[config.mk]
export PLATFORM = sky130hd
export DESIGN_NAME = rgb_to_hsv
export DESIGN_NICKNAME = d
export VERILOG_FILES = /design/src/hdl/r2h_pkg.sv /design/src/hdl/r2h_div.sv /design/src/hdl/rgb_to_hsv.sv
export SDC_FILE = /design/constraint.sdc
export NUM_CORES = 1
export LEC_CHECK = 0
export BUFFER_PORTS_ARGS = -buffer_cell sky130_fd_sc_hd__buf_2
export CAP_MARGIN = 30
export CELL_PAD_IN_SITES_DETAIL_PLACEMENT = 1
export CELL_PAD_IN_SITES_GLOBAL_PLACEMENT = 1
export CORE_MARGIN = 2
export CORE_UTILIZATION = 45
export CTS_CLUSTER_DIAMETER = 150
export DETAILED_ROUTE_END_ITERATION = 10
export PLACE_DENSITY_LB_ADDON = 0.1
export SLEW_MARGIN = 40
export SYNTH_ARGS = -nofsm -noshare
export SYNTH_HDL_FRONTEND = slang
export SYNTH_SLANG_ARGS = --single-unit
[constraint.sdc]
create_clock -name clk_i -period 12.3 [get_ports clk_i]
set_clock_uncertainty 0.2 [all_clocks]
set_input_delay 1.23 -clock clk_i [delete_from_list [all_inputs] [get_ports clk_i]]
set_output_delay 1.23 -clock clk_i [all_outputs]
set_load 0.01 [all_outputs]
[src/hdl/r2h_pkg.sv]
// Shared constants, types and the divider step for the RGB to HSV converter.
package r2h_pkg;

  localparam int unsigned CHANNEL_BITS      = 8;
  localparam int unsigned HUE_FRACTION_BITS = 6;

  localparam logic [CHANNEL_BITS-1:0] CHAN_MAX = '1;

  localparam int unsigned HUE_SIXTY = 60 << HUE_FRACTION_BITS;
  localparam int unsigned HUE_FULL  = 360 << HUE_FRACTION_BITS;

  // hue result width, and one more bit for signed intermediate sums
  localparam int unsigned HUE_W  = $clog2(HUE_FULL);
  localparam int unsigned HUE_SW = HUE_W + 1;

  // hue quotient is at most HUE_SIXTY, saturation quotient at most CHAN_MAX
  localparam int unsigned HQ_W = $clog2(HUE_SIXTY + 1);
  localparam int unsigned NH_W = CHANNEL_BITS + HQ_W;
  localparam int unsigned NS_W = 2 * CHANNEL_BITS;

  localparam int unsigned DIV_STAGES = (HQ_W > CHANNEL_BITS) ? HQ_W : CHANNEL_BITS;

  typedef enum logic [1:0] {
    SECT_RED,
    SECT_GREEN,
    SECT_BLUE
  } sector_e;

  // front end result: channel statistics of one pixel
  typedef struct packed {
    logic [CHANNEL_BITS-1:0] mx;
    logic [CHANNEL_BITS-1:0] delta;
    logic [CHANNEL_BITS-1:0] absdiff;
    logic                    neg;
    sector_e                 sector;
  } r2h_front_t;

  // divider pipeline stage contents
  typedef struct packed {
    logic [NH_W-1:0]         rem_h;
    logic [NS_W-1:0]         rem_s;
    logic [CHANNEL_BITS-1:0] delta;
    logic [CHANNEL_BITS-1:0] mx;
    logic [HQ_W-1:0]         q_h;
    logic [CHANNEL_BITS-1:0] q_s;
    logic                    neg;
    sector_e                 sector;
  } r2h_dstage_t;

  // One restoring step: resolve quotient bit k of both divisions.
  function automatic r2h_dstage_t div_step(r2h_dstage_t s, int unsigned k);
    r2h_dstage_t     n;
    logic [NH_W-1:0] dh;
    logic [NS_W-1:0] ds;
    n  = s;
    dh = NH_W'(s.delta) << k;
    ds = NS_W'(s.mx) << k;
    if (k < HQ_W) begin
      if (s.rem_h >= dh) begin
        n.rem_h  = s.rem_h - dh;
        n.q_h[k] = 1'b1;
      end
    end
    if (k < CHANNEL_BITS) begin
      if (s.rem_s >= ds) begin
        n.rem_s  = s.rem_s - ds;
        n.q_s[k] = 1'b1;
      end
    end
    return n;
  endfunction

endpackage

[src/hdl/r2h_div.sv]
// Pipelined restoring divider: hue offset and saturation, one quotient bit per stage.
module r2h_div (
  input  logic                 clk_i,
  input  logic                 rst_ni,
  input  logic                 in_valid_i,
  output logic                 in_ready_o,
  input  r2h_pkg::r2h_front_t  in_data_i,
  output logic                 out_valid_o,
  input  logic                 out_ready_i,
  output r2h_pkg::r2h_dstage_t out_data_o
);

  localparam int unsigned Stages = r2h_pkg::DIV_STAGES;

  r2h_pkg::r2h_dstage_t init;
  r2h_pkg::r2h_dstage_t src  [Stages];
  r2h_pkg::r2h_dstage_t st_q [Stages];
  logic                 src_v [Stages];
  logic                 v_q   [Stages];
  logic [Stages:0]      rdy;

  // numerators are constant multiples: 60-degree span times |diff|, full scale times delta
  always_comb begin
    init        = '0;
    init.rem_h  = r2h_pkg::NH_W'(in_data_i.absdiff) * r2h_pkg::NH_W'(r2h_pkg::HUE_SIXTY);
    init.rem_s  = r2h_pkg::NS_W'(in_data_i.delta) * r2h_pkg::NS_W'(r2h_pkg::CHAN_MAX);
    init.delta  = in_data_i.delta;
    init.mx     = in_data_i.mx;
    init.neg    = in_data_i.neg;
    init.sector = in_data_i.sector;
  end

  assign rdy[Stages] = out_ready_i;

  for (genvar i = 0; i < Stages; i++) begin : g_stage
    if (i == 0) begin : g_first
      assign src[i]   = init;
      assign src_v[i] = in_valid_i;
    end else begin : g_next
      assign src[i]   = st_q[i-1];
      assign src_v[i] = v_q[i-1];
    end

    // a stage takes new data when empty or when its contents move on
    assign rdy[i] = !v_q[i] || rdy[i+1];

    always_ff @(posedge clk_i or negedge rst_ni) begin
      if (!rst_ni) begin
        v_q[i] <= 1'b0;
      end else if (rdy[i]) begin
        v_q[i] <= src_v[i];
      end
    end

    always_ff @(posedge clk_i) begin
      if (rdy[i] && src_v[i]) begin
        st_q[i] <= r2h_pkg::div_step(src[i], Stages - 1 - i);
      end
    end
  end

  assign in_ready_o  = rdy[0];
  assign out_valid_o = v_q[Stages-1];
  assign out_data_o  = st_q[Stages-1];

endmodule

[src/hdl/rgb_to_hsv.sv]
// RGB to HSV converter top level: channel statistics, divider pipeline, hue fixup.
// Pipeline: each result passes through the front stage register, the 12 divider stages and
// the output register in turn; the divider depth follows the hue quotient width.
// Throughput: one pixel per cycle; stalls propagate stage by stage and empty stages fill.
// Reset: rst_ni clears all valid bits asynchronously; payload registers are not reset.
module rgb_to_hsv (
  input  logic                                clk_i,
  input  logic                                rst_ni,
  input  logic                                in_valid_i,
  output logic                                in_ready_o,
  input  logic [r2h_pkg::CHANNEL_BITS-1:0]    red_i,
  input  logic [r2h_pkg::CHANNEL_BITS-1:0]    green_i,
  input  logic [r2h_pkg::CHANNEL_BITS-1:0]    blue_i,
  output logic                                out_valid_o,
  input  logic                                out_ready_i,
  output logic [r2h_pkg::HUE_W-1:0]           hue_o,
  output logic [r2h_pkg::CHANNEL_BITS-1:0]    saturation_o,
  output logic [r2h_pkg::CHANNEL_BITS-1:0]    brightness_o
);

  localparam int unsigned CW  = r2h_pkg::CHANNEL_BITS;
  localparam int unsigned HSW = r2h_pkg::HUE_SW;
  localparam logic signed [HSW-1:0] HueFullS  = HSW'(r2h_pkg::HUE_FULL);
  localparam logic signed [HSW-1:0] HueSixtyS = HSW'(r2h_pkg::HUE_SIXTY);

  // ---------------- front stage: max, min, sector, difference
  logic [CW-1:0]        mx, mn, dp, dn;
  r2h_pkg::r2h_front_t  front_d, front_q;
  logic                 a_v_q, a_rdy;
  logic                 div_in_ready;

  always_comb begin
    mx = red_i;
    mn = red_i;
    if (green_i > mx) mx = green_i;
    if (blue_i > mx) mx = blue_i;
    if (green_i < mn) mn = green_i;
    if (blue_i < mn) mn = blue_i;

    front_d       = '0;
    front_d.mx    = mx;
    front_d.delta = mx - mn;
    // ties: red beats green, green beats blue
    if (mx == red_i) begin
      front_d.sector = r2h_pkg::SECT_RED;
      dp = green_i;
      dn = blue_i;
    end else if (mx == green_i) begin
      front_d.sector = r2h_pkg::SECT_GREEN;
      dp = blue_i;
      dn = red_i;
    end else begin
      front_d.sector = r2h_pkg::SECT_BLUE;
      dp = red_i;
      dn = green_i;
    end
    front_d.neg     = dp < dn;
    front_d.absdiff = (dp < dn) ? (dn - dp) : (dp - dn);
  end

  assign a_rdy      = !a_v_q || div_in_ready;
  assign in_ready_o = a_rdy;

  always_ff @(posedge clk_i or negedge rst_ni) begin
    if (!rst_ni) begin
      a_v_q <= 1'b0;
    end else if (a_rdy) begin
      a_v_q <= in_valid_i;
    end
  end

  always_ff @(posedge clk_i) begin
    if (a_rdy && in_valid_i) begin
      front_q <= front_d;
    end
  end

  // ---------------- divider pipeline
  r2h_pkg::r2h_dstage_t div_out;
  logic                 div_v;
  logic                 f_rdy;

  r2h_div u_div (
    .clk_i       (clk_i),
    .rst_ni      (rst_ni),
    .in_valid_i  (a_v_q),
    .in_ready_o  (div_in_ready),
    .in_data_i   (front_q),
    .out_valid_o (div_v),
    .out_ready_i (f_rdy),
    .out_data_o  (div_out)
  );

  // ---------------- hue assembly and output register
  logic signed [HSW-1:0] base, mag, pos, hsum, hwrap;
  logic [r2h_pkg::HUE_W-1:0] hue_d, hue_q;
  logic [CW-1:0]             sat_d, sat_q, val_q;
  logic                      f_v_q;

  always_comb begin
    case (div_out.sector)
      r2h_pkg::SECT_RED:   base = '0;
      r2h_pkg::SECT_GREEN: base = HueSixtyS <<< 1;
      r2h_pkg::SECT_BLUE:  base = HueSixtyS <<< 2;
      default:             base = '0;
    endcase
    pos = HSW'(div_out.q_h);
    // floor of a negative quotient: round the magnitude up when a remainder is left
    mag = HSW'(div_out.q_h) + HSW'(div_out.rem_h != '0);
    hsum = div_out.neg ? (base - mag) : (base + pos);
    if (hsum < 0) begin
      hwrap = hsum + HueFullS;
    end else if (hsum >= HueFullS) begin
      hwrap = hsum - HueFullS;
    end else begin
      hwrap = hsum;
    end
    hue_d = (div_out.delta == '0) ? '0 : hwrap[r2h_pkg::HUE_W-1:0];
    sat_d = (div_out.mx == '0) ? '0 : div_out.q_s;
  end

  assign f_rdy = !f_v_q || out_ready_i;

  always_ff @(posedge clk_i or negedge rst_ni) begin
    if (!rst_ni) begin
      f_v_q <= 1'b0;
    end else if (f_rdy) begin
      f_v_q <= div_v;
    end
  end

  always_ff @(posedge clk_i) begin
    if (f_rdy && div_v) begin
      hue_q <= hue_d;
      sat_q <= sat_d;
      val_q <= div_out.mx;
    end
  end

  assign out_valid_o  = f_v_q;
  assign hue_o        = hue_q;
  assign saturation_o = sat_q;
  assign brightness_o = val_q;

  // ---------------- assertions
  a_hue_range: assert property (@(posedge clk_i) disable iff (!rst_ni)
    out_valid_o |-> (hue_o < r2h_pkg::HUE_W'(r2h_pkg::HUE_FULL)))
    else $error("hue out of range");

  a_black_sat: assert property (@(posedge clk_i) disable iff (!rst_ni)
    (out_valid_o && brightness_o == '0) |-> (saturation_o == '0 && hue_o == '0))
    else $error("black pixel with nonzero saturation or hue");

  a_hue_needs_sat: assert property (@(posedge clk_i) disable iff (!rst_ni)
    (out_valid_o && hue_o != '0) |-> (saturation_o != '0))
    else $error("colored hue with zero saturation");

  a_empty_ready: assert property (@(posedge clk_i) disable iff (!rst_ni)
    !out_valid_o |-> in_ready_o)
    else $error("input stalled while output register is empty");

endmodule
Yosys cells after proc, flatten, opt, wreduce, memory -nomap -nowiden
Memories as Yosys holds them, arrays and structs flattened. Cells that the tools add are included.

Register bits: 72. Bits in writable memories: 900. Bits of input ports: 28. Output and inout bits: 33. Memories: 1.

Memory list: u_div.st_q (depth 12, bits a word 75, rd ports 12, clocked after memory_dff 0, write ports 12, line r2h_div.sv:17) `r2h_pkg::r2h_dstage_t st_q [Stages];`.

$add $sub $neg: 28. Multiply operators: 2. Magnitude comparators: 27. Equality and inequality tests: 4. Multiplexer cells: 118. Reductions and logical operators: 45.

Operator list (count): two-way mux 20 bit (24); two-way mux 16 bit (17); two-way mux 8 bit (9); two-way mux 1 bit (64); subtractor 16 x 14 -> 16 bit (2); two-way mux 15 bit (2); one-hot mux 14 bit (2 select lines) (1); less-than comparator 8 bit (3); subtractor 8 bit (3); >= comparator 20 x 10 -> 1 bit (1); >= comparator 20 x 11 -> 1 bit (1); >= comparator 20 x 12 -> 1 bit (1); >= comparator 20 x 13 -> 1 bit (1); >= comparator 20 x 14 -> 1 bit (1); >= comparator 20 x 15 -> 1 bit (1); >= comparator 20 x 16 -> 1 bit (1); >= comparator 20 x 17 -> 1 bit (1); >= comparator 20 x 18 -> 1 bit (1); >= comparator 20 x 19 -> 1 bit (1); >= comparator 20 x 8 -> 1 bit (1); >= comparator 20 x 9 -> 1 bit (1); nonzero test 20 bit (1); subtractor 20 x 10 -> 20 bit (1); subtractor 20 x 11 -> 20 bit (1); 42 further kinds (84).

Longest topological paths before layout
Depth in word-level cells: 17. Depth in mapped cells: 38.

By module
A second synthesis with hierarchy kept.

Cells, all modules: 3397. Area total of the unflattened synthesis: 41268.3 µm².

By module, submodules not included: r2h_div (instances 1, cells each 2718, area an instance 35278.8 µm²); rgb_to_hsv (instances 1, cells each 679, area an instance 5989.5 µm²).

Least setup slack after synthesis
Ideal clock, no wire load.

Kind: input -> register. From: input red_i[6] in the netlist's numbering. To: register front_q[9] in the netlist's numbering (data pin). Arrival: 8.134 ns. Required time: 11.836 ns. Slack: 3.703 ns. Stages on the path: 34. Cell sequence: clkbuf_1 inv_1 ha_1 nand4_1 nor2_1 a211oi_1 nor2_1 buf_1 mux2i_1 ha_1 and3_4 a221o_1 a21oi_2 nor2_2 buf_6 a221o_1 a211oi_1 and4_1 buf_4 buf_4 a21oi_1 or2_2 fa_1 a21o_1 a21oi_1 o21bai_1 a21o_1 a21o_1 a21oi_1 clkbuf_1 mux2i_1 nand2_1 a221oi_1 xnor2_1.

RTL lines: start: declaration (line rgb_to_hsv.sv:11) `input logic [r2h_pkg::CHANNEL_BITS-1:0] red_i,`; end signal: assignment (line rgb_to_hsv.sv:74) `front_q <= front_d;`; end: declaration (line rgb_to_hsv.sv:28) `r2h_pkg::r2h_front_t front_d, front_q;`.

==> run_results.csv <==
group,metric,value,unit
run_status,status,"complete, no violations",
timing,slew_violations,0,
floorplanning,die_h,300,um
clock_tree,clk_latency,0.65,ns
worst_setup_path,worst_ep_required_time,12.47,ns
clock_tree,root_buffer,"clkbuf_16",
worst_setup_path,start_kind,"primary input",
floorplanning,num_rows,108,
synthesis,synth_commonest_cells,"edfxtp_1, inv_1, ha_1",
synthesis,syn_area,39400,um2
grt,grt_pass1_vias,25700,
detailed_routing,ant_nets,0,
detailed_routing,routed_via_density,5.20,
worst_setup_path,arrival,9.26,ns
hold_path,worstHoldStart,"u_div.st_q[2][80]",
synthesis,ys_seq_area_share,57.7,%
clock_tree,clk_pin_slew,0.06,ns
worst_setup_path,worstRegToRegCells,19,
finish,fill_cells,8923,
synthesis,async_flop_share,1.84,%
detailed_routing,wirelength,79400,um
finish,multi_input_area,15100,um2
synthesis,synth_enable_flop_cells,745,
floorplanning,initial_core_util,45.4,%
finish,seq_area,22700,um2
grt,grt_pass1_wl,130000,um
synthesis,synth_ff_type,"edfxtp_1",
finish,drive_gt1_share,8.10,%
synthesis,yosysMostFrequentCell,"edfxtp_1",
finish,nNetsFinal,3672,
synthesis,ys_seq_elements,759,
timing,fin_crit,9.09,ns
clock_tree,htree_levels,3,
floorplanning,chipWidth,300,um
worst_setup_path,crit_slowest_cell,"and4b_2",
grt,grt_util_all_layers,17.9,%
placed_design,io_buffers,60,
worst_setup_path,cp_max_fo,28,
clock_tree,post_cts_buffers,0,
placed_design,place_congestion,0.838,
finish,syn_to_final_growth,11.1,%
grt,grt_antenna_before_repair,2,
timing,grt_setup_unrepaired,"no",
hold_path,worstHoldEndpoint,"u_div.st_q[2][155]",
detailed_routing,drt_iter0_markers,911,
detailed_routing,route.detailed.drc,0,
synthesis,yosys_warnings,0,
detailed_routing,dr_total_vias,23500,
timing,hold_ws,0.194,ns
hold_path,worstHoldPathType,"register to register",
synthesis,synthesis.nets,3556,
synthesis,netlist.top_cell.by_area,"edfxtp_1",
detailed_routing,drt-wirelength-per-cell,17.5,um
worst_setup_path,cpMostUsedCell,"a21o_1",
clock_tree,cts_tree,"done",
clock_tree,cts-buffers-inserted,83,
clock_tree,hold_buffers,0,
timing,fin_crit_sh,73.9,%
detailed_routing,firstDrtPassIters,5,
run,max-cap-violations,0,
clock_tree,cts.sink_count,759,
placed_design,hpwl,60700,um
floorplanning,core_area,86800,um2
worst_setup_path,r2r_end,"u_div.st_q[0][72]",
synthesis,avgSynthCellArea,12.4,um2
timing,hold_viol_final,0,
synthesis,synth.distinct_cells,81,
clock_tree,clk_path_buf_depth,3,
worst_setup_path,worst_setup_path_end_kind,"register",
clock_tree,ctsResizeCount,0,
timing,relSlewSlack,44.8,%
floorplanning,dieArea,89900,um2
worst_setup_path,r2r_start,"front_q[3]",
timing,setup_viol,0,
timing,worst_slew_pin_slew,0.819,ns
timing,setup_tns,0,ns
synthesis,synthCells,3189,
synthesis,synth.top_cell.area_share,56.8,%
synthesis,ys_top_cells_by_area,"edfxtp_1, ha_1, inv_1",
worst_setup_path,crit_path_max_incr_delay,0.66,ns
timing,fmax,0.110,GHz
worst_setup_path,r2r_slack,6.47,ns
grt,grt_max_degree,69,
grt,overflow,0,
floorplanning,io_pins,61,
hold_path,hold_depth,0,
worst_setup_path,path_class,"primary input to register",
-- cells in the final DEF, fill, tap and decap left out, types with 66 or more instances in the layout --
| cell | count |
|---|---|
| a21o_1 | 79 |
| a21oi_1 | 201 |
| clkbuf_16 | 84 |
| edfxtp_1 | 745 |
| fa_1 | 66 |
| ha_1 | 273 |
| inv_1 | 376 |
| nand2_1 | 163 |
| nor2_1 | 211 |
| o21ai_0 | 147 |
| xnor2_1 | 123 |
| xor2_1 | 108 |
-- area by class of cell --
type	instances	share of cell area (%)
repair buffers	84	1.16
multi-input cells	1999	34.4
flip-flops and latches	759	51.9
inverters	378	3.24
clock inverters	48	1.00
clock buffers	103	4.97
diodes	1	0.00572
well taps	1155	3.30
-- registers in the layout, summed over array words and instances, names as in the netlist --
register	count
u_div.st_q	687
front_q	27
hue_o	15
u_div.src_v	11
brightness_o	8
saturation_o	8
a_v_q	1
out_valid_o	1
u_div.out_valid_o	1
-- metrics by stage --
stage	utilization (%)	cell area [um2]	cells	setup WS [ns]
final	50.5	43800	4527	3.21
after detailed placement	47.4	41100	4371	2.55
after global routing	50.5	43800	4526	2.59
after global placement	47.4	41100	4371	1.95
after floorplan	-	39400	3189	3.70
after CTS	50.4	43700	4522	3.19
-- critical path, delay by kind of cell --
family / cells / cell delay, ns
AOI/OAI and AO/OA: 14 / 2.90
and+or+nand+nor: 7 / 2.62
adders and majority gates: 3 / 1.01
muxes: 3 / 0.82
buffers and inverters: 3 / 0.53
xor gates and xnor gates: 1 / 0.11
-- kinds of logic (layout without fill, tap and decap cells) --
kind of cell    after synthesis  in the layout  share of synthesized area (%)
simple gates                777            777                           9.94
flops                       759            759                           57.7
compound gates              584            584                           9.16
buf+inv                     431            613                           4.22
fa+ha+maj                   339            339                           12.0
xor+xnor                    231            231                           5.14
mux                          68             68                           1.83
other cells                   0              1                              0
-- worst max path at each step --
stage                         from          to  depth (start not counted)
final                     red_i[5]  front_q[9]                         31
after global routing      red_i[6]  front_q[9]                         31
after CTS                 red_i[6]  front_q[9]                         31
after detailed placement  red_i[6]  front_q[9]                         31
after global placement    red_i[5]  front_q[9]                         31
after floorplan           red_i[6]  front_q[9]                         34
-- per-layer routing --
metal / vias up / share of wire, % / GRT usage (%)
li1: 11700 / - / -
met1: 11500 / 42 / 20.4
met2: 259 / 53 / 34.0
met3: 130 / 3.0 / 2.62
met4: 2 / 2.8 / 5.85
met5: - / 0.020 / 0
Power is left out: the tool's default activity adds up to more than one toggle a clock period on the data nets, which glitch-free logic cannot reach.
